===== config.mk =====
export PLATFORM = sky130hd
export DESIGN_NAME = multichannel_capture_period_meter_flat
export DESIGN_NICKNAME = d
export VERILOG_FILES = /design/src/design/mcpm_pkg.sv /design/src/design/mcpm_if.sv /design/src/design/mcpm_ram.sv /design/src/design/mcpm_ctrl.sv /design/src/design/mcpm_datapath.sv /design/src/design/multichannel_capture_period_meter.sv /design/src/flat_wrapper.sv
export SDC_FILE = /design/constraint.sdc
export NUM_CORES = 1
export LEC_CHECK = 0
export ABC_AREA = 1
export CAP_MARGIN = 20
export CELL_PAD_IN_SITES_DETAIL_PLACEMENT = 1
export CELL_PAD_IN_SITES_GLOBAL_PLACEMENT = 2
export CORE_MARGIN = 10
export CORE_UTILIZATION = 47
export CTS_CLUSTER_DIAMETER = 60
export DETAILED_ROUTE_END_ITERATION = 6
export DONT_BUFFER_PORTS = 1
export HOLD_SLACK_MARGIN = 0.15
export PLACE_DENSITY = 0.9
export SLEW_MARGIN = 20
export SYNTH_ARGS = -nofsm -noshare
export SYNTH_HDL_FRONTEND = slang
export SYNTH_HIERARCHICAL = 1
export SYNTH_SLANG_ARGS = --single-unit

===== constraint.sdc =====
create_clock -name clk_i -period 10.4 [get_ports clk_i]
set_input_delay 2.08 -clock clk_i [delete_from_list [all_inputs] [get_ports clk_i]]
set_output_delay 2.08 -clock clk_i [all_outputs]
set_load 0.02 [all_outputs]

===== src/design/mcpm_pkg.sv =====
// shared widths, codes and control types of the capture period meter
package mcpm_pkg;

  localparam int unsigned CH_W    = 2;
  localparam int unsigned VAL_W   = 16;
  localparam int unsigned PER_W   = 22;
  localparam int unsigned EP_W    = 4;
  localparam int unsigned UPPER_W = 6;
  localparam int unsigned MASK_W  = 4;

  localparam int unsigned RING_DEPTH_DEF = 16;
  localparam int unsigned CHANNELS_DEF   = 4;
  localparam int unsigned CH_VISIT_MAX   = 4;

  localparam logic [MASK_W-1:0] MASK_RESET = 4'hF;
  localparam logic [PER_W-1:0]  WRAP_ADD   = 22'h010000;

  localparam logic CMD_CAPTURE = 1'b0;
  localparam logic CMD_TICK    = 1'b1;

  typedef struct packed {
    logic cap_we;
    logic tick_start;
    logic sel_next;
    logic rd_new;
    logic rd_old;
    logic load_out;
    logic tick_done;
  } mcpm_cmd_t;

  typedef struct packed {
    logic req_is_tick;
    logic pending;
  } mcpm_sts_t;

endpackage


===== src/design/mcpm_if.sv =====
// request and result channel interfaces of the capture period meter
interface mcpm_req_if;
  logic                        valid;
  logic                        ready;
  logic                        cmd;
  logic [mcpm_pkg::CH_W-1:0]   channel;
  logic [mcpm_pkg::VAL_W-1:0]  capture_value;
  logic [mcpm_pkg::VAL_W-1:0]  counter_value;

  modport source (output valid, cmd, channel, capture_value, counter_value, input ready);
  modport sink   (input valid, cmd, channel, capture_value, counter_value, output ready);
endinterface

interface mcpm_rsp_if;
  logic                        valid;
  logic                        ready;
  logic [mcpm_pkg::CH_W-1:0]   result_channel;
  logic                        high_freq;
  logic [mcpm_pkg::PER_W-1:0]  period_count;
  logic [mcpm_pkg::EP_W-1:0]   edge_periods;
  logic                        wrap_corrected;
  logic                        last;

  modport source (output valid, result_channel, high_freq, period_count, edge_periods,
                  wrap_corrected, last, input ready);
  modport sink   (input valid, result_channel, high_freq, period_count, edge_periods,
                  wrap_corrected, last, output ready);
endinterface


===== src/design/mcpm_ram.sv =====
// generic single-write, single-read ram with registered read data
module mcpm_ram #(
  parameter int unsigned WIDTH = 16,
  parameter int unsigned DEPTH = 64
) (
  input  logic                     clk_i,
  input  logic                     we_i,
  input  logic [$clog2(DEPTH)-1:0] waddr_i,
  input  logic [WIDTH-1:0]         wdata_i,
  input  logic                     re_i,
  input  logic [$clog2(DEPTH)-1:0] raddr_i,
  output logic [WIDTH-1:0]         rdata_o
);

  logic [WIDTH-1:0] mem_q [DEPTH];
  logic [WIDTH-1:0] rdata_q;

  always_ff @(posedge clk_i) begin
    if (we_i) begin
      mem_q[waddr_i] <= wdata_i;
    end
    if (re_i) begin
      rdata_q <= mem_q[raddr_i];
    end
  end

  assign rdata_o = rdata_q;

endmodule


===== src/design/mcpm_ctrl.sv =====
// controller state machine sequencing captures and tick channel visits
module mcpm_ctrl (
  input  logic                clk_i,
  input  logic                rst_ni,
  input  logic                req_valid_i,
  output logic                req_ready_o,
  output logic                rsp_valid_o,
  input  logic                rsp_ready_i,
  input  mcpm_pkg::mcpm_sts_t sts_i,
  output mcpm_pkg::mcpm_cmd_t cmd_o
);

  localparam logic [2:0] S_IDLE = 3'd0;
  localparam logic [2:0] S_PICK = 3'd1;
  localparam logic [2:0] S_RNEW = 3'd2;
  localparam logic [2:0] S_ROLD = 3'd3;
  localparam logic [2:0] S_CALC = 3'd4;
  localparam logic [2:0] S_OUT  = 3'd5;

  logic [2:0] state_q;
  logic [2:0] state_d;

  always_comb begin
    state_d     = state_q;
    cmd_o       = '0;
    req_ready_o = 1'b0;
    rsp_valid_o = 1'b0;
    case (state_q)
      S_IDLE: begin
        req_ready_o = 1'b1;
        if (req_valid_i) begin
          if (sts_i.req_is_tick) begin
            cmd_o.tick_start = 1'b1;
            state_d          = S_PICK;
          end else begin
            cmd_o.cap_we = 1'b1;
          end
        end
      end
      S_PICK: begin
        if (sts_i.pending) begin
          cmd_o.sel_next = 1'b1;
          state_d        = S_RNEW;
        end else begin
          cmd_o.tick_done = 1'b1;
          state_d         = S_IDLE;
        end
      end
      S_RNEW: begin
        cmd_o.rd_new = 1'b1;
        state_d      = S_ROLD;
      end
      S_ROLD: begin
        cmd_o.rd_old = 1'b1;
        state_d      = S_CALC;
      end
      S_CALC: begin
        cmd_o.load_out = 1'b1;
        state_d        = S_OUT;
      end
      S_OUT: begin
        rsp_valid_o = 1'b1;
        if (rsp_ready_i) begin
          state_d = S_PICK;
        end
      end
      default: begin
        state_d = S_IDLE;
      end
    endcase
  end

  always_ff @(posedge clk_i or negedge rst_ni) begin
    if (!rst_ni) begin
      state_q <= S_IDLE;
    end else begin
      state_q <= state_d;
    end
  end

endmodule


===== src/design/mcpm_datapath.sv =====
// datapath: capture rings, channel pointers, upper count and period arithmetic
module mcpm_datapath #(
  parameter int unsigned RING_DEPTH = mcpm_pkg::RING_DEPTH_DEF,
  parameter int unsigned CHANNELS   = mcpm_pkg::CHANNELS_DEF
) (
  input  logic                          clk_i,
  input  logic                          rst_ni,
  input  logic                          cfg_we_i,
  input  logic [mcpm_pkg::MASK_W-1:0]   cfg_wdata_i,
  input  mcpm_pkg::mcpm_cmd_t           cmd_i,
  output mcpm_pkg::mcpm_sts_t           sts_o,
  input  logic                          req_cmd_i,
  input  logic [mcpm_pkg::CH_W-1:0]     req_channel_i,
  input  logic [mcpm_pkg::VAL_W-1:0]    req_capture_value_i,
  input  logic [mcpm_pkg::VAL_W-1:0]    req_counter_value_i,
  output logic [mcpm_pkg::CH_W-1:0]     rsp_result_channel_o,
  output logic                          rsp_high_freq_o,
  output logic [mcpm_pkg::PER_W-1:0]    rsp_period_count_o,
  output logic [mcpm_pkg::EP_W-1:0]     rsp_edge_periods_o,
  output logic                          rsp_wrap_corrected_o,
  output logic                          rsp_last_o
);

  localparam int unsigned NCH   = (CHANNELS < mcpm_pkg::CH_VISIT_MAX) ?
                                  CHANNELS : mcpm_pkg::CH_VISIT_MAX;
  localparam int unsigned CIW   = (NCH > 1) ? $clog2(NCH) : 1;
  localparam int unsigned PW    = $clog2(RING_DEPTH);
  localparam int unsigned DEPTH = NCH * RING_DEPTH;
  localparam int unsigned AW    = $clog2(DEPTH);
  localparam int unsigned VW    = mcpm_pkg::VAL_W;
  localparam int unsigned PERW  = mcpm_pkg::PER_W;
  localparam int unsigned UW    = mcpm_pkg::UPPER_W;
  localparam logic [PW:0] RD_P  = (PW + 1)'(RING_DEPTH);
  localparam logic [AW:0] RD_A  = (AW + 1)'(RING_DEPTH);

  function automatic logic [PW-1:0] ring_sub(input logic [PW-1:0] a, input logic [PW-1:0] b);
    logic [PW:0] t;
    if (a >= b) begin
      t = {1'b0, a} - {1'b0, b};
    end else begin
      t = {1'b0, a} + RD_P - {1'b0, b};
    end
    return t[PW-1:0];
  endfunction

  function automatic logic [AW-1:0] ram_addr(input logic [CIW-1:0] c, input logic [PW-1:0] p);
    logic [AW:0] t;
    t = (AW + 1)'(c) * RD_A + (AW + 1)'(p);
    return t[AW-1:0];
  endfunction

  logic [mcpm_pkg::MASK_W-1:0] cfg_mask_q;
  logic [PW-1:0]   wp_q  [NCH];
  logic [PW-1:0]   pp_q  [NCH];
  logic [PERW-1:0] lec_q [NCH];
  logic [UW-1:0]   upper_q;
  logic [NCH-1:0]  mask_q;
  logic            inc_q;
  logic [CIW-1:0]  cur_q;
  logic [PW-1:0]   edges_q;
  logic [VW-1:0]   newest_q;

  logic [CIW-1:0]  cap_idx;
  logic            cap_ok;
  logic [CIW-1:0]  low_idx;
  logic [CIW-1:0]  sel_idx;
  logic [PW-1:0]   wp_sel;
  logic [PW-1:0]   pp_sel;
  logic [PERW-1:0] lec_sel;
  logic [PW:0]     wp_inc;
  logic [PW-1:0]   wp_nxt;
  logic            ram_re;
  logic [AW-1:0]   ram_raddr;
  logic [VW-1:0]   ram_rdata;
  logic            ram_we;

  logic [PERW-1:0] ext;
  logic [PERW-1:0] diff;
  logic            wrap;
  logic            same_upper;
  logic            high;
  logic [PW-1:0]   em1;
  logic [PW+3:0]   em1_x;
  logic [VW-1:0]   span;

  assign cap_idx = req_channel_i[CIW-1:0];
  assign cap_ok  = ({1'b0, req_channel_i} < (mcpm_pkg::CH_W + 1)'(NCH));

  always_comb begin
    low_idx = '0;
    for (int i = NCH - 1; i >= 0; i--) begin
      if (mask_q[i]) begin
        low_idx = CIW'(i);
      end
    end
  end

  always_comb begin
    if (cmd_i.cap_we) begin
      sel_idx = cap_idx;
    end else if (cmd_i.sel_next) begin
      sel_idx = low_idx;
    end else begin
      sel_idx = cur_q;
    end
  end

  assign wp_sel  = wp_q[sel_idx];
  assign pp_sel  = pp_q[sel_idx];
  assign lec_sel = lec_q[sel_idx];
  assign wp_inc  = {1'b0, wp_sel} + (PW + 1)'(1);
  assign wp_nxt  = (wp_inc == RD_P) ? '0 : wp_inc[PW-1:0];

  assign ram_we    = cmd_i.cap_we && cap_ok;
  assign ram_re    = cmd_i.rd_new || cmd_i.rd_old;
  assign ram_raddr = cmd_i.rd_old ? ram_addr(cur_q, ring_sub(wp_sel, edges_q))
                                  : ram_addr(cur_q, ring_sub(wp_sel, PW'(1)));

  mcpm_ram #(
    .WIDTH (VW),
    .DEPTH (DEPTH)
  ) u_ring (
    .clk_i   (clk_i),
    .we_i    (ram_we),
    .waddr_i (ram_addr(cap_idx, wp_sel)),
    .wdata_i (req_capture_value_i),
    .re_i    (ram_re),
    .raddr_i (ram_raddr),
    .rdata_o (ram_rdata)
  );

  // period arithmetic, oldest capture on ram_rdata during load_out
  assign ext        = {upper_q, newest_q};
  assign diff       = ext - lec_sel;
  assign wrap       = ext < lec_sel;
  assign same_upper = ext[PERW-1:VW] == lec_sel[PERW-1:VW];
  assign high       = edges_q >= PW'(2);
  assign em1        = edges_q - PW'(1);
  assign em1_x      = (PW + 4)'(em1);
  assign span       = newest_q - ram_rdata;

  assign sts_o.req_is_tick = req_cmd_i == mcpm_pkg::CMD_TICK;
  assign sts_o.pending     = |mask_q;

  always_ff @(posedge clk_i or negedge rst_ni) begin
    if (!rst_ni) begin
      cfg_mask_q <= mcpm_pkg::MASK_RESET;
      upper_q    <= '0;
      mask_q     <= '0;
      inc_q      <= 1'b0;
      for (int i = 0; i < NCH; i++) begin
        wp_q[i]  <= '0;
        pp_q[i]  <= '0;
        lec_q[i] <= '0;
      end
    end else begin
      if (cfg_we_i) begin
        cfg_mask_q <= cfg_wdata_i;
      end
      if (ram_we) begin
        wp_q[sel_idx] <= wp_nxt;
      end
      if (cmd_i.tick_start) begin
        for (int i = 0; i < NCH; i++) begin
          mask_q[i] <= cfg_mask_q[i] && (wp_q[i] != pp_q[i]);
        end
        inc_q <= ~req_counter_value_i[VW-1];
      end
      if (cmd_i.sel_next) begin
        mask_q[low_idx] <= 1'b0;
        pp_q[sel_idx]   <= wp_sel;
      end
      if (cmd_i.load_out) begin
        lec_q[sel_idx] <= ext;
      end
      if (cmd_i.tick_done && inc_q) begin
        upper_q <= upper_q + UW'(1);
      end
    end
  end

  always_ff @(posedge clk_i) begin
    if (cmd_i.sel_next) begin
      cur_q   <= low_idx;
      edges_q <= ring_sub(wp_sel, pp_sel);
    end
    if (cmd_i.rd_old) begin
      newest_q <= ram_rdata;
    end
    if (cmd_i.load_out) begin
      rsp_result_channel_o <= mcpm_pkg::CH_W'(cur_q);
      rsp_last_o           <= ~|mask_q;
      rsp_high_freq_o      <= high;
      if (high) begin
        rsp_period_count_o   <= PERW'(span);
        rsp_edge_periods_o   <= em1_x[3:0];
        rsp_wrap_corrected_o <= 1'b0;
      end else begin
        rsp_period_count_o   <= (wrap && same_upper) ? diff + mcpm_pkg::WRAP_ADD : diff;
        rsp_edge_periods_o   <= '0;
        rsp_wrap_corrected_o <= wrap;
      end
    end
  end

endmodule


===== src/design/multichannel_capture_period_meter.sv =====
// top level of the multichannel capture period meter
// A capture request stores its value in the channel's ring if the channel is below the
// channel count. A tick request visits each enabled channel with new edges in turn:
// the single ring read port is read twice per channel (newest and oldest capture), and
// the one result register holds each result until it is taken. No request is taken
// until the tick's last result is taken. Results come out in channel order; the last
// one of a tick carries last. The ring is not cleared at reset: only entries written
// by captures are meaningful.
module multichannel_capture_period_meter #(
  parameter int unsigned RING_DEPTH = mcpm_pkg::RING_DEPTH_DEF,
  parameter int unsigned CHANNELS   = mcpm_pkg::CHANNELS_DEF
) (
  input  logic                        clk_i,
  input  logic                        rst_ni,
  input  logic                        cfg_we_i,
  input  logic [mcpm_pkg::MASK_W-1:0] cfg_wdata_i,
  mcpm_req_if.sink                    req_i,
  mcpm_rsp_if.source                  rsp_o
);

  mcpm_pkg::mcpm_cmd_t cmd;
  mcpm_pkg::mcpm_sts_t sts;

  mcpm_ctrl u_ctrl (
    .clk_i       (clk_i),
    .rst_ni      (rst_ni),
    .req_valid_i (req_i.valid),
    .req_ready_o (req_i.ready),
    .rsp_valid_o (rsp_o.valid),
    .rsp_ready_i (rsp_o.ready),
    .sts_i       (sts),
    .cmd_o       (cmd)
  );

  mcpm_datapath #(
    .RING_DEPTH (RING_DEPTH),
    .CHANNELS   (CHANNELS)
  ) u_datapath (
    .clk_i                (clk_i),
    .rst_ni               (rst_ni),
    .cfg_we_i             (cfg_we_i),
    .cfg_wdata_i          (cfg_wdata_i),
    .cmd_i                (cmd),
    .sts_o                (sts),
    .req_cmd_i            (req_i.cmd),
    .req_channel_i        (req_i.channel),
    .req_capture_value_i  (req_i.capture_value),
    .req_counter_value_i  (req_i.counter_value),
    .rsp_result_channel_o (rsp_o.result_channel),
    .rsp_high_freq_o      (rsp_o.high_freq),
    .rsp_period_count_o   (rsp_o.period_count),
    .rsp_edge_periods_o   (rsp_o.edge_periods),
    .rsp_wrap_corrected_o (rsp_o.wrap_corrected),
    .rsp_last_o           (rsp_o.last)
  );

endmodule

===== src/flat_wrapper.sv =====
// flat-port wrapper written by rule: the top's interface ports become plain ports
module multichannel_capture_period_meter_flat 
#(
  parameter int unsigned RING_DEPTH = mcpm_pkg::RING_DEPTH_DEF,
  parameter int unsigned CHANNELS   = mcpm_pkg::CHANNELS_DEF
)
  (clk_i, rst_ni, cfg_we_i, cfg_wdata_i, req_i_valid, req_i_cmd, req_i_channel, req_i_capture_value, req_i_counter_value, req_i_ready, rsp_o_valid, rsp_o_result_channel, rsp_o_high_freq, rsp_o_period_count, rsp_o_edge_periods, rsp_o_wrap_corrected, rsp_o_last, rsp_o_ready);
  mcpm_req_if req_i_i ();
  mcpm_rsp_if rsp_o_i ();
  input  logic clk_i;
  input  logic rst_ni;
  input  logic cfg_we_i;
  input  logic [mcpm_pkg::MASK_W-1:0] cfg_wdata_i;
  input wire logic [$bits(req_i_i.valid)-1:0] req_i_valid;
  input wire logic [$bits(req_i_i.cmd)-1:0] req_i_cmd;
  input wire logic [$bits(req_i_i.channel)-1:0] req_i_channel;
  input wire logic [$bits(req_i_i.capture_value)-1:0] req_i_capture_value;
  input wire logic [$bits(req_i_i.counter_value)-1:0] req_i_counter_value;
  output wire logic [$bits(req_i_i.ready)-1:0] req_i_ready;
  output wire logic [$bits(rsp_o_i.valid)-1:0] rsp_o_valid;
  output wire logic [$bits(rsp_o_i.result_channel)-1:0] rsp_o_result_channel;
  output wire logic [$bits(rsp_o_i.high_freq)-1:0] rsp_o_high_freq;
  output wire logic [$bits(rsp_o_i.period_count)-1:0] rsp_o_period_count;
  output wire logic [$bits(rsp_o_i.edge_periods)-1:0] rsp_o_edge_periods;
  output wire logic [$bits(rsp_o_i.wrap_corrected)-1:0] rsp_o_wrap_corrected;
  output wire logic [$bits(rsp_o_i.last)-1:0] rsp_o_last;
  input wire logic [$bits(rsp_o_i.ready)-1:0] rsp_o_ready;
  assign req_i_i.valid = req_i_valid;
  assign req_i_i.cmd = req_i_cmd;
  assign req_i_i.channel = req_i_channel;
  assign req_i_i.capture_value = req_i_capture_value;
  assign req_i_i.counter_value = req_i_counter_value;
  assign req_i_ready = req_i_i.ready;
  assign rsp_o_valid = rsp_o_i.valid;
  assign rsp_o_result_channel = rsp_o_i.result_channel;
  assign rsp_o_high_freq = rsp_o_i.high_freq;
  assign rsp_o_period_count = rsp_o_i.period_count;
  assign rsp_o_edge_periods = rsp_o_i.edge_periods;
  assign rsp_o_wrap_corrected = rsp_o_i.wrap_corrected;
  assign rsp_o_last = rsp_o_i.last;
  assign rsp_o_i.ready = rsp_o_ready;
  multichannel_capture_period_meter #(.RING_DEPTH(RING_DEPTH), .CHANNELS(CHANNELS)) u_core (.clk_i(clk_i), .rst_ni(rst_ni), .cfg_we_i(cfg_we_i), .cfg_wdata_i(cfg_wdata_i), .req_i(req_i_i), .rsp_o(rsp_o_i));
endmodule

# Word level (Yosys, flattened, before mapping)
# Memory sizes are Yosys's and may differ from the RTL's. A register that Yosys moved wholly into a read port is not among the register bits.
# Index checks and enable logic that the tools add are counted.
# Widths: inputs -> output; s select.
# op_classes
n_addsub,16
mul,0
div,0
n_lt_le_gt_ge,9
eq_ne,14
shift,0
muxes,53
bitwise_logic,4
n_reduce_logical,13
# op_table
op,count
$bwmux 88,1
$mux 22,4
$bmux 22 s2,1
$demux 22 s2,1
$mux 4,11
$bwmux 16,2
$add 22x17->22 const B,1
$lt 22x22->1,1
$sub 22x22->22,1
$add 6x4->6,3
$mux 2,9
$pmux 3 s6,1
$bmux 4 s2,2
$mux 16,1
$ne 4x4->1,4
$sub 16x16->16,1
$sub 4x4->4,4
$mux 1,14
$sub 4x1->4 const B,3
$mux 3,3
$demux 4 s2,1
$ge 4x4->1,2
$logic_and 1x1->1,8
$add 6x1->6 const B,1
other kinds (25),29
# word_totals
ff_bits,191
latch_bits,0
ramBits,1024
rom_bits,0
inputBits,44
elab_cells,137
memories,1
# memory_table
name,words,word_bits,rd,rd_ports_with_merged_regs,write_ports,line,rtl
u_core.u_datapath.u_ring.mem_q,64,16,1,1,1,mcpm_ram.sv:15,logic [WIDTH-1:0] mem_q [DEPTH];

# Longest topological paths before layout
# depth
ltp_word,15
ltp_mapped,29

# Hierarchy
# Netlist, hierarchy kept.
# modules_own_cells
module,instances,cells_each,area_each_um2
mcpm_ram,1,3517,42259.3
mcpm_datapath,1,1173,10304.9
mcpm_ctrl,1,36,230.2

# Least setup slack after synthesis
# No wires, ideal clock.
# synth_timing
path_kind,input-to-reg
start,input req_i_cmd
end,memory u_core.u_datapath.u_ring.mem_q[50][0] (enable)
setup_ps,431
t_arrival_ps,5637
required_time_ps,9969
path_slack_ps,4333
cell_stages,14
n_path_buf,4
cell_sequence,buf_4 -> nor3_2 -> inv_2 -> or2_1 -> buf_2 -> nand2_8 -> buf_6 -> nand3_1 -> nand2_1 -> nor2_2 -> inv_1 -> clkbuf_1 -> inv_1 -> nor4_1
# synth_lines
item,line,rtl
start: declaration,flat_wrapper.sv:15,input wire logic [$bits(req_i_i.cmd)-1:0] req_i_cmd;
end: declaration,mcpm_ram.sv:15,

==> impl_metrics.tcl <==
set metrics [dict create \
    mostFrequentLayoutCells "1566 x nand2_1, 1091 x edfxtp_1, 916 x nand3_1" \
    synth-edff-count 1091 \
    cp.required_ps 10850 \
    cts_setup_buffers 0 \
    synth_flop_cell "edfxtp_1" \
    period_share_pct 69.4 \
    cpPeakStageDelay_ps 920 \
    start_util_pct 47.5 \
    hold-path-cell-count 0 \
    drv_cap 0 \
    drive_gt1_share_pct 7.24 \
    timing.rr.start "u_core/u_ctrl/state_q[0]" \
    drv_slew 0 \
    fill_cells 11700 \
    grt_use_met3_pct 3.94 \
    synth.distinct_cells 59 \
    startpoint_type "primary input" \
    cts_tree "built" \
    area_growth_pct 10.2 \
    gr-total-overflow 0 \
    arrival_ps 7660 \
    cpMostUsedCell "nand2_1" \
    grt_max_degree 198 \
    cts_buffer_depth 3 \
    firstDrtPassIters 5 \
    clock_sinks 1231 \
    ios 77 \
    grt_util_met2_pct 41.9 \
    setup_tns_ps 0 \
    hold_class "flop to flop" \
    cts_root_buf "clkbuf_16" \
    portBuffers 0 \
    ys_seq_area_share_pct 68.7 \
    worstPathMaxFanout 46 \
    fp.dieArea_sq_um 126000 \
    worst_pin_slew_ps 1160 \
    yosys_warnings 6 \
    cts_resized 0 \
    cts-hold-fix-buffers 0 \
    synth_seq_cells 1231 \
    antenna_found_initial 0 \
    hp-start "u_core/u_datapath/u_ring/rdata_o[2]" \
    drc_errors 0 \
    rr_endpoint "u_core/u_datapath/u_ring/rdata_o[7]" \
    finClkSkew_ps 34.3 \
    endpoint_kind "flop" \
    grt_use_total_pct 24.1 \
    netlist_area_sq_um 52800 \
    num-nets-final 4800 \
    dp_cells 6053 \
    final_common_cell "nand2_1" \
    r2r_cells 21 \
    vias 36500 \
    cts_inserted_buffers 137 \
    hold_viol_final 0 \
    vias_per_cell 5.79 \
    slowest_stage "nor3_2" \
    crit_path_cell_trace "inv_1 > nor3_2 > inv_2 > nand2_1 > nand2_2 > nand3_1 > nand2_1 > nor2_2 > inv_1 > ha_1 > nand2_1 > o21ai_0 > xor2_1 > xor2_4 > clkinv_2 > buf_4 > nand2_1 > nand3_1 > nand3_1 > nand2_1" \
    period_minus_slack_ps 7210 \
    holdPathEnd "u_core/u_datapath/newest_q[2]" \
    postRouteAntennaNets 0 \
    synthCells 4726 \
    rows 122 \
    clock_latency_ps 740 \
    die_w_microns 355 \
    gp_congestion 0.816 \
    dp_hpwl_mm 86.5 \
    synthArstFlopShare_pct 11.2 \
    die_h_microns 355 \
    drt_iter0_markers 3281 \
    clkSlewWorstSetupHoldPaths_ps 60 \
    grt_pass1_wl_mm 234 \
    synth_nets 4821 \
    setup_viol_count_final 0 \
    r2r_slack_ps 3870 \
    core-area_sq_um 111000 \
    wl_per_cell_microns 24.5 \
    globalRoute.busiestLayer "met2" \
    grt_pass1_vias 38500 \
    ctsHtreeMaxLevel 4 \
    outcome "finished clean" \
    maxSlewHeadroom_pct 22.5 \
    stdcell_count 6298 \
    rsz0062_at_grt "false" \
    fmax_ghz 0.139 \
    syn_area_per_cell_sq_um 11.2 \
    crit_type "primary input to flop" \
    use_met1_pct 30.1 \
    postRouteWirelength_mm 154 \
]
-- cell type report --
| class | instances | area [sq um] | share of cell area [%] |
|---|---|---|---|
| multi-input combinational | 3089 | 14400 | 24.8 |
| sequential | 1231 | 36300 | 62.3 |
| clock buffer | 182 | 3710 | 6.38 |
| antenna | 1 | 2.50 | 0.00430 |
| clock inverter | 61 | 528 | 0.907 |
| inverter | 149 | 602 | 1.03 |
| timing repair buffer | 97 | 798 | 1.37 |
| tap | 1488 | 1860 | 3.20 |
-- critical path: cells and delay by family --
kind | cells | cell delay (ps)
and+or+nand+nor | 11 | 2710
buffers and inverters | 5 | 1490
xor gates and xnor gates | 2 | 690
adders and majority gates | 1 | 430
AOI/OAI and AO/OA | 1 | 190
-- through the flow --
step                util (%)  setup slack (ps)  instance area, sq um  hold slack (ps)
floorplan                  -              4330                 52800              421
global placement        48.5              2560                 53900              432
detailed placement      48.5              2550                 53900              450
CTS                     52.3              3300                 58200              454
global route            52.4              2950                 58200              473
finish                  52.4              3190                 58200              452
-- cells in the mapped netlist (11+ instances only) --
cell type	count	area, sq um
o21ai_1	26	130
nor4_1	11	68.8
nor2_1	141	529
a21oi_1	53	265
inv_1	138	518
o21ai_0	134	671
xor2_1	18	158
xnor2_1	23	201
buf_4	20	150
nand3_1	916	4580
nand2_1	1566	5880
buf_1	17	63.8
ha_1	47	588
buf_6	54	608
clkbuf_1	39	146
dfrtp_1	134	3350
buf_2	125	626
nand4_1	20	125
o22ai_1	13	81.3
edfxtp_1	1091	32800
-- worst max-delay path by stage --
stage | from | endpoint | slack (ps)
3_3_place_gp | req_i_valid | u_core/u_datapath/u_ring/rdata_o[9] | 2560
2_1_floorplan | req_i_cmd | u_core/u_datapath/u_ring/mem_q[50][0] | 4330
4_1_cts | req_i_valid | u_core/u_datapath/u_ring/rdata_o[3] | 3300
3_5_place_dp | req_i_valid | u_core/u_datapath/u_ring/rdata_o[5] | 2550
6_report | req_i_valid | u_core/u_datapath/u_ring/rdata_o[7] | 3190
5_1_grt | req_i_valid | u_core/u_datapath/u_ring/rdata_o[3] | 2950
-- flip-flops by register name (all words and copies together) (netlist names), 3 cells and up --
signal and cells:
u_core/u_datapath/rsp_period_count_o 22, u_core/u_datapath/lec_q 88, u_core/u_datapath/rsp_edge_periods_o 4, u_core/u_datapath/cfg_mask_q 4
u_core/u_ctrl/state_q 3, u_core/u_datapath/newest_q 16, u_core/u_datapath/u_ring/rdata_o 16, u_core/u_datapath/mask_q 4
u_core/u_datapath/wp_q 16, u_core/u_datapath/u_ring/mem_q 1024, u_core/u_datapath/pp_q 16, u_core/u_datapath/edges_q 4
u_core/u_datapath/upper_q 6
-- per-layer routing --
| layer | part of all wire, % | up-vias |
|---|---|---|
| li1 | - | 16400 |
| met1 | 41 | 18700 |
| met2 | 50 | 1035 |
| met3 | 5.5 | 280 |
| met4 | 3.3 | 0 |
| met5 | 0 | - |
-- kinds of logic (layout without fill, tap and decap cells) --
| group | after synthesis | count (layout) | synth area share, % |
|---|---|---|---|
| adder cells (fa/ha/maj) | 51 | 51 | 1.27 |
| other | 0 | 1 | 0 |
| AO/OA/AOI/OAI | 291 | 291 | 3.16 |
| buffers and inverters | 406 | 489 | 4.15 |
| AND/OR/NAND/NOR | 2699 | 2699 | 21.9 |
| multiplexers | 6 | 6 | 0.123 |
| flip-flops | 1231 | 1231 | 68.7 |
| XOR/XNOR | 42 | 42 | 0.711 |
Power is not shown: default switching activity piles up to over one toggle a cycle in this logic, so the estimate is an artifact.
